<file path="config.mk">
export PLATFORM = sky130hd
export DESIGN_NAME = bms_frame_parser_top
export DESIGN_NICKNAME = d
export VERILOG_FILES = /design/src/sv/bfp_pkg.sv /design/src/sv/bms_frame_parser_top.sv /design/src/sv/bfp_collect.sv /design/src/sv/bfp_out_stage.sv
export VERILOG_INCLUDE_DIRS = /design/src /design/src/sv
export SDC_FILE = /design/constraint.sdc
export NUM_CORES = 1
export LEC_CHECK = 0
export BUFFER_PORTS_ARGS = -buffer_cell sky130_fd_sc_hd__buf_2
export CAP_MARGIN = 10
export CORE_ASPECT_RATIO = 1.75
export CORE_MARGIN = 4
export CORE_UTILIZATION = 65
export DETAILED_ROUTE_END_ITERATION = 6
export GPL_TIMING_DRIVEN = 0
export PLACE_DENSITY = 0.85
export SYNTH_ARGS = -nofsm -noshare
export SYNTH_HDL_FRONTEND = slang
export SYNTH_SLANG_ARGS = --single-unit
export TNS_END_PERCENT = 100
</file>
<file path="constraint.sdc">
create_clock -name aclk -period 11.6 [get_ports aclk]
set_clock_uncertainty 0.2 [all_clocks]
set_input_delay 2.32 -clock aclk [delete_from_list [all_inputs] [get_ports aclk]]
set_output_delay 2.32 -clock aclk [all_outputs]
set_load 0.02 [all_outputs]
</file>
<file path="src/sv/bms_frame_parser_top_defines.svh">
// assertion macros for the bms frame parser
// used by bms_frame_parser_top; expects aclk and aresetn in scope
`ifndef BMS_FRAME_PARSER_TOP_DEFINES_SVH
`define BMS_FRAME_PARSER_TOP_DEFINES_SVH

`ifndef SYNTH
`define BFP_ASSERT(label, prop) \
    label: assert property (@(posedge aclk) disable iff (!aresetn) prop) \
        else $error("bfp check failed");
`define BFP_ASSERT_RST(label, prop) \
    label: assert property (@(posedge aclk) prop) \
        else $error("bfp reset check failed");
`else
`define BFP_ASSERT(label, prop)
`define BFP_ASSERT_RST(label, prop)
`endif

`endif

</file>
<file path="src/sv/bfp_pkg.sv">
// shared types and constants for the bms frame parser
// no dependencies
`timescale 1ns / 1ps

package bfp_pkg;

    localparam logic [7:0] LEAD_MARK = 8'hDD;
    localparam logic [7:0] STOP_MARK = 8'h77;
    localparam int MIN_FRAME  = 7;
    localparam int MIN_STOP   = 3;
    localparam int POS_LEAD   = 0;
    localparam int POS_VOLT_H = 4;
    localparam int POS_VOLT_L = 5;
    localparam int POS_CURR_H = 6;
    localparam int POS_CURR_L = 7;
    localparam int POS_SOC    = 4 + 9 * 2 + 1;

    localparam int OUT_DATA_W = 48;

    // readings of one accepted frame
    typedef struct packed {
        logic [7:0]  soc;
        logic [15:0] current;
        logic [15:0] voltage;
    } bfp_frame_t;

    // per-byte decision of the collector
    typedef struct packed {
        logic frame_end;
        logic frame_ok;
    } bfp_ctl_t;

endpackage

</file>
<file path="src/sv/bms_frame_parser_top.sv">
// Receive-side frame parser for a battery management serial link. One byte is
// taken per transfer on the slave side, one every clock cycle when the master
// side keeps up; each byte passes an input register, and the stop byte of an
// accepted frame loads the result register from it. A result holds, from the
// lowest bit: voltage (16), signed current (20), charge percent (8), charging
// flag (1), zero padded to 48 bits. The slave side stalls only while a byte
// that completes a valid frame waits for the result register to drain.
// depends on bfp_pkg, bfp_collect, bfp_out_stage and the defines header
`timescale 1ns / 1ps
`include "bms_frame_parser_top_defines.svh"

module bms_frame_parser_top #(
    parameter int FRAME_BUF = 64
) (
    input  logic        aclk,
    input  logic        aresetn,
    input  logic        s_tvalid,
    output logic        s_tready,
    input  logic [7:0]  s_tdata,   // rx_byte
    output logic        m_tvalid,
    input  logic        m_tready,
    // voltage_10mv [15:0], current_value [35:16], charge_percent [43:36],
    // charging [44], zero [47:45]
    output logic [47:0] m_tdata
);

    logic               in_valid_reg;
    logic [7:0]         in_byte_reg;
    logic               proc;
    logic               out_free;
    bfp_pkg::bfp_ctl_t  ctl;
    bfp_pkg::bfp_frame_t frame;

    assign proc     = in_valid_reg && (!ctl.frame_ok || out_free);
    assign s_tready = !in_valid_reg || proc;

    always_ff @(posedge aclk) begin
        if (!aresetn) begin
            in_valid_reg <= 1'b0;
        end else if (s_tready) begin
            in_valid_reg <= s_tvalid;
        end
    end

    always_ff @(posedge aclk) begin
        if (s_tready && s_tvalid) begin
            in_byte_reg <= s_tdata;
        end
    end

    bfp_collect #(
        .FRAME_BUF(FRAME_BUF)
    ) u_collect (
        .aclk    (aclk),
        .aresetn (aresetn),
        .byte_en (proc),
        .rx_byte (in_byte_reg),
        .ctl     (ctl),
        .frame   (frame)
    );

    bfp_out_stage u_out (
        .aclk     (aclk),
        .aresetn  (aresetn),
        .load     (proc && ctl.frame_ok),
        .frame    (frame),
        .out_free (out_free),
        .m_tvalid (m_tvalid),
        .m_tready (m_tready),
        .m_tdata  (m_tdata)
    );

    // a result enters the output register when a good frame ends
    `BFP_ASSERT(a_result_loaded, proc && ctl.frame_ok |=> m_tvalid)
    // a new result only follows a completed good frame
    `BFP_ASSERT(a_result_source, $rose(m_tvalid) |-> $past(proc && ctl.frame_ok))
    // charging is never flagged together with a negative current
    `BFP_ASSERT(a_charging_sign, m_tvalid && m_tdata[44] |-> !m_tdata[35])
    // reset leaves no result and no pending byte
    `BFP_ASSERT_RST(a_reset_clear, !aresetn |=> !m_tvalid && s_tready)

endmodule

</file>
<file path="src/sv/bfp_collect.sv">
// frame collector: byte counter, fixed-offset captures and held readings
// depends on bfp_pkg
`timescale 1ns / 1ps

module bfp_collect #(
    parameter int FRAME_BUF = 64
) (
    input  logic                aclk,
    input  logic                aresetn,
    input  logic                byte_en,
    input  logic [7:0]          rx_byte,
    output bfp_pkg::bfp_ctl_t   ctl,
    output bfp_pkg::bfp_frame_t frame
);

    localparam int CW = $clog2(FRAME_BUF);
    localparam int LW = $clog2(FRAME_BUF + 1);

    logic [CW-1:0] cnt_reg, cnt_next;
    logic [LW-1:0] len;
    logic [7:0]    lead_reg, lead_next;
    bfp_pkg::bfp_frame_t staged_reg, staged_next;
    bfp_pkg::bfp_frame_t held_reg, held_next;

    assign len = LW'(cnt_reg) + LW'(1);

    // capture of the current byte at its offset
    always_comb begin
        lead_next   = lead_reg;
        staged_next = staged_reg;
        if (cnt_reg == CW'(bfp_pkg::POS_LEAD)) begin
            lead_next = rx_byte;
        end
        if (cnt_reg == CW'(bfp_pkg::POS_VOLT_H)) begin
            staged_next.voltage[15:8] = rx_byte;
        end
        if (cnt_reg == CW'(bfp_pkg::POS_VOLT_L)) begin
            staged_next.voltage[7:0] = rx_byte;
        end
        if (cnt_reg == CW'(bfp_pkg::POS_CURR_H)) begin
            staged_next.current[15:8] = rx_byte;
        end
        if (cnt_reg == CW'(bfp_pkg::POS_CURR_L)) begin
            staged_next.current[7:0] = rx_byte;
        end
        if (cnt_reg == CW'(bfp_pkg::POS_SOC)) begin
            staged_next.soc = rx_byte;
        end
    end

    always_comb begin
        ctl.frame_end = (len >= LW'(bfp_pkg::MIN_STOP)) && (rx_byte == bfp_pkg::STOP_MARK);
        ctl.frame_ok  = ctl.frame_end && (len >= LW'(bfp_pkg::MIN_FRAME))
                        && (lead_reg == bfp_pkg::LEAD_MARK);
    end

    // merge offsets that this frame reached into the held readings
    always_comb begin
        held_next = held_reg;
        if (len > LW'(bfp_pkg::POS_VOLT_H)) begin
            held_next.voltage[15:8] = staged_next.voltage[15:8];
        end
        if (len > LW'(bfp_pkg::POS_VOLT_L)) begin
            held_next.voltage[7:0] = staged_next.voltage[7:0];
        end
        if (len > LW'(bfp_pkg::POS_CURR_H)) begin
            held_next.current[15:8] = staged_next.current[15:8];
        end
        if (len > LW'(bfp_pkg::POS_CURR_L)) begin
            held_next.current[7:0] = staged_next.current[7:0];
        end
        if (len > LW'(bfp_pkg::POS_SOC)) begin
            held_next.soc = staged_next.soc;
        end
    end

    always_comb begin
        if (ctl.frame_end || len >= LW'(FRAME_BUF)) begin
            cnt_next = '0;
        end else begin
            cnt_next = len[CW-1:0];
        end
    end

    assign frame = held_next;

    always_ff @(posedge aclk) begin
        if (!aresetn) begin
            cnt_reg    <= '0;
            lead_reg   <= '0;
            staged_reg <= '0;
            held_reg   <= '0;
        end else if (byte_en) begin
            cnt_reg    <= cnt_next;
            lead_reg   <= lead_next;
            staged_reg <= staged_next;
            if (ctl.frame_ok) begin
                held_reg <= held_next;
            end
        end
    end

endmodule

</file>
<file path="src/sv/bfp_out_stage.sv">
// result register: scales the current and holds one result for the master side
// depends on bfp_pkg
`timescale 1ns / 1ps

module bfp_out_stage (
    input  logic                                aclk,
    input  logic                                aresetn,
    input  logic                                load,
    input  bfp_pkg::bfp_frame_t                 frame,
    output logic                                out_free,
    output logic                                m_tvalid,
    input  logic                                m_tready,
    output logic [bfp_pkg::OUT_DATA_W-1:0]      m_tdata
);

    logic               valid_reg;
    logic [44:0]        data_reg, data_next;
    logic signed [19:0] cur_ext;
    logic signed [19:0] cur_val;
    logic               charging;

    assign cur_ext  = 20'(signed'(frame.current));
    // times ten for negative raw current
    assign cur_val  = frame.current[15] ? ((cur_ext <<< 3) + (cur_ext <<< 1)) : cur_ext;
    assign charging = !frame.current[15] && (frame.current != 16'd0);

    assign data_next = {charging, frame.soc, cur_val, frame.voltage};
    assign out_free  = !valid_reg || m_tready;

    always_ff @(posedge aclk) begin
        if (!aresetn) begin
            valid_reg <= 1'b0;
        end else if (out_free) begin
            valid_reg <= load;
        end
    end

    always_ff @(posedge aclk) begin
        if (out_free && load) begin
            data_reg <= data_next;
        end
    end

    assign m_tvalid = valid_reg;
    assign m_tdata  = {3'b000, data_reg};

endmodule
</file>
Word level (Yosys, flattened, before mapping)
Index checks and enable logic that the tools add are counted.
- bits in registers: 149
- input bits: 12
- equality and inequality tests: 7
- multiplexer cells: 12
- $add $sub $neg: 2
- magnitude comparators: 8
- reduce and logical (&&, ||, !) cells: 20
- operators with widths (cell ; number):
    8-bit 2-to-1 mux ; 10
    7-bit by 3-bit greater-than comparator with 1-bit output (second input constant) ; 4
    6-bit by 3-bit == test with 1-bit output (second input constant) ; 4
    19-bit by 17-bit adder with 20-bit output ; 1
    16-bit nonzero test ; 1
    15-bit 2-to-1 mux ; 1
    8-bit by 7-bit == test with 1-bit output (second input constant) ; 1
    8-bit == test (second input constant) ; 1
    1-bit logical AND ; 8
    6-bit by 1-bit adder with 7-bit output (second input constant) ; 1
    7-bit by 2-bit >= comparator with 1-bit output (second input constant) ; 1
    7-bit by 3-bit >= comparator with 1-bit output (second input constant) ; 1
    7-bit >= comparator (second input constant) ; 1
    7-bit by 5-bit greater-than comparator with 1-bit output (second input constant) ; 1
    6-bit by 5-bit == test with 1-bit output (second input constant) ; 1
    6-bit logical NOT ; 1
    6-bit 2-to-1 mux ; 1
    1-bit logical NOT ; 4
    1-bit logical OR ; 4
    2-bit AND reduction ; 2

Longest topological paths before layout
- depth after elaboration: 10
- gate-level depth with buffers: 21
- mapped depth without buffers: 18

Cells and area by module
A second synthesis with hierarchy kept.
- cells, all modules: 717
- area, all modules: 7490.9 um^2
- by module, submodules not included (module ; instances ; cells an instance ; area each (um^2) ; sequential area each (um^2)):
    bfp_collect ; 1 ; 525 ; 4814.6 ; 1881.8
    bfp_out_stage ; 1 ; 176 ; 2353.5 ; 1371.3
    bms_frame_parser_top ; 1 ; 16 ; 322.8 ; 260.2

Least setup slack after synthesis
OpenSTA, ideal clock, no wires.
- kind: input port to output port
- start: input port m_tready
- end: output port s_tready
- setup slack: 6.220 ns
- buffers on the path: 0
- arrival time: 2.860 ns
- data required time: 9.080 ns
- stages: 3
- path through: nand2b_1 -> nor3_1 -> inv_1
- longest elaborated chain between the ends: 4
- RTL lines (what ; RTL line ; text):
    start: declaration ; bms_frame_parser_top.sv:21 ; input logic m_tready,
    1-bit logical OR ; bfp_out_stage.sv:28 ; assign out_free = !valid_reg || m_tready;
    1-bit logical OR ; bms_frame_parser_top.sv:34 ; assign proc = in_valid_reg && (!ctl.frame_ok || out_free);
    1-bit logical AND ; bms_frame_parser_top.sv:34 ;
    1-bit logical OR ; bms_frame_parser_top.sv:35 ; assign s_tready = !in_valid_reg || proc;
    end: declaration ; bms_frame_parser_top.sv:18 ; output logic s_tready,
No other way between the ends.

Worst setup path in the final report
Ends and elaborated chain as after synthesis.

==> flow_summary_export.csv <==
group,metric,value,unit
clock_network,htreeDepth,4,
logic_synthesis,ys_seq_area_frac,0.427,
floorplanning,die-area,0.0146,mm²
final_layout,n_antenna_cell,0,
worst_setup_path,crit_path_start_kind,"primary input",
sta,hold_viol,0,
floorplanning,die_height,157,µm
floorplanning,io_pins,62,
sta,tightest_slew,0.975,ns
drt,drtIter0Drc,436,
sta,slew_viol_final,0,
power_and_ir_drop,powerDensity,122,mW/mm²
drt,met1_length,7550,µm
worst_setup_path,r2r-start,"u_collect.cnt_reg[0]",
floorplanning,coreArea,0.0124,mm²
drt,vias_per_cell,5.99,
floorplanning,start_util,0.661,
final_layout,num-nets-final,950,
worst_setup_path,crit_type,"primary input to output pin",
grt,grt_pass1_wl,33900,µm
drt,wl,20700,µm
worst_setup_path,arrival,3.30,ns
logic_synthesis,yosysWarnings,0,
final_layout,syn_to_final_growth,13.2,%
logic_synthesis,ys.flop_type,"dfxtp_1",
clock_network,cts_tree,"built",
sta,max_slew_margin,0.345,
place,hpwl,14800,µm
logic_synthesis,synthTopCellsByArea,"dfxtp_1 (23%), edfxtp_1 (19%), mux2i_1 (13%)",
place,gp_congestion,0.971,
drt,drc_errors,0,
worst_setup_path,crit_path_end,"s_tready",
logic_synthesis,netlist.area_leader.share,0.234,
clock_network,hold_buffers,0,
worst_setup_path,crit_fanout,3,
power_and_ir_drop,power,1.14,mW
drt,firstDrtPassIters,5,
place,place_area,0.00872,mm²
clock_network,clock_sinks,149,
final_layout,final_cell_area,0.00931,mm²
logic_synthesis,synthArstFlopShare,0,
place,numPortBuffers,57,
final_layout,largest_reg_flops,45,
drt,wl_met3,1060,µm
grt,track_usage,0.299,
worst_setup_path,cp-end-kind,"output pin",
worst_setup_path,worstRegToRegCells,19,
sta,setup_viol_count_final,0,
flow_run,maxCapViolations,0,
drt,top_layer_used,"met4",
worst_setup_path,required,9.08,ns
sta,period_needed,5.82,ns
clock_network,clkTransAtPathRegs,0.07,ns
drt,antenna_left,0,
grt,overflow,0,
logic_synthesis,synth_top_area_cell,"dfxtp_1",
drt,wl_met2,10600,µm
grt,grt_max_degree,55,
logic_synthesis,synth-seq-cells,149,
worst_setup_path,rrSetupSlack,5.98,ns
clock_network,ctsRootBufferMaster,"clkbuf_16",
status,status,"finished, final reports clean",
drt,detail_route.wl_per_cell,18.9,µm
clock_network,cts_buffer_depth,2,
drt,vias,6584,
floorplanning,rows,54,
final_layout,layout-drive-gt1-share,0.158,
worst_setup_path,startpoint,"m_tready",
clock_network,clk_latency,0.43,ns
sta,min_period_over_period,0.502,
logic_synthesis,syn_inst,841,
clock_network,cts_setup_buffers,0,
power_and_ir_drop,cellLeakagePower,3.79,nW
hold_path,hold_path.class,"flop to flop",
sta,rsz0062_at_grt,"false",
logic_synthesis,postSynthAreaPerCell,9.77,µm²
logic_synthesis,syn_area,0.00822,mm²
floorplanning,die_w,93.0,µm
sta,tns,0,ns
hold_path,hold_depth,2,
grt,grt_pass1_vias,6776,
logic_synthesis,synth.distinct_cells,72,
power_and_ir_drop,ir_worst_vdd,0.124,mV
clock_network,numCtsBuffers,17,
worst_setup_path,regToRegEndpoint,"u_out.data_reg[30]",
logic_synthesis,synth_edf_count,53,
clock_network,cts_resized,0,
sta,fmax,172,MHz
grt,antenna_found_initial,0,
worst max-delay path, stage by stage:
cell and delay, ns:
buf_2 0.09, nand2b_1 0.25, nor3_1 0.40, inv_1 0.07
buf_2 0.17
worst min-delay path by stage:
stage                                         from                  endpoint  slack [ns]
after floorplan             u_collect.held_reg[29]    u_collect.held_reg[29]        0.24
after global placement      u_collect.held_reg[29]    u_collect.held_reg[29]        0.24
after detailed placement    u_collect.held_reg[29]    u_collect.held_reg[29]        0.25
after CTS                   u_collect.held_reg[29]    u_collect.held_reg[29]        0.26
after global routing      u_collect.staged_reg[33]  u_collect.staged_reg[33]        0.29
final                       u_collect.held_reg[29]    u_collect.held_reg[29]        0.26
metal layers:
layer | vias to the layer above | global-route usage
li1 | 3141 | -
met1 | 3096 | 0.305
met2 | 249 | 0.532
met3 | 98 | 0.0616
met4 | 0 | 0.217
met5 | - | 0
cell families (layout without fill, tap and decap cells):
family / after synthesis / after routing / synth area share
AOI/OAI and AO/OA: 161 / 161 / 0.128
muxes: 124 / 124 / 0.154
other: 1 / 3 / 0.000456
DFF: 149 / 149 / 0.427
buffers and inverters: 74 / 163 / 0.0429
and+or+nand+nor: 288 / 288 / 0.191
adders and majority gates: 22 / 22 / 0.0326
xor gates and xnor gates: 22 / 22 / 0.0234
power breakdown:
| part | internal (mW) | switching, mW | total, mW |
|---|---|---|---|
| sequential | 0.543 | 0.00542 | 0.548 |
| clock | 0.307 | 0.235 | 0.542 |
| combinational | 0.0172 | 0.0313 | 0.0485 |
| total | 0.867 | 0.271 | 1.14 |
Yosys cell counts (3+ instances only):
cell	count
o211a_1	4
a21boi_1	9
mux2_2	17
nor2_1	46
o31ai_1	4
nand4b_1	5
xnor2_1	10
a21boi_0	14
edfxtp_1	53
o21a_1	10
nand2b_1	10
buf_6	5
nand3b_1	4
a211oi_1	7
nor3_1	12
nor2b_1	73
o211ai_1	3
buf_4	6
a21oi_1	47
nor4b_1	4
inv_1	17
nand4_1	4
nor4_1	3
maj3_1	3
a31oi_1	6
mux2i_1	106
nand3_1	17
nor3b_1	5
ha_1	19
and2_1	10
nand2_1	76
xor2_1	12
a21o_1	7
dfxtp_1	96
o21ai_0	28
clkbuf_1	32
o21ai_1	6
buf_2	12
placed cells by master (no fill, tap or decap), drive strengths merged, types with 12 or more instances in the layout:
cell type	instances
a21oi	47
mux2	17
nor2	48
ha	19
inv	24
nor3	13
edfxtp	53
mux2i	107
buf	80
nand2	77
dfxtp	96
o21ai	34
nor2b	73
nand3	19
clkbuf	50
xor2	12
a21boi	23
layout make-up:
| cell class | count | area, µm² |
|---|---|---|
| multi-input cells | 620 | 4360 |
| clock buffers | 18 | 439 |
| well taps | 168 | 210 |
| plain buffers | 55 | 282 |
| repair buffers | 57 | 285 |
| clock inverters | 14 | 144 |
| inverters | 19 | 71.3 |
| flip-flops and latches | 149 | 3510 |
| fillers | 898 | 3130 |
per-stage QoR:
stage          hold WS [ns]  std cells   util  setup WS [ns]
2_1_floorplan         0.235        843      -           6.22
3_3_place_gp          0.245       1068  0.702           5.85
3_5_place_dp          0.251       1068  0.702           5.80
4_1_cts               0.258       1100  0.749           5.80
5_1_grt               0.294       1100  0.749           5.65
6_report              0.257       1100  0.749           5.78
Note: power is estimated with default switching activity, not from simulation.
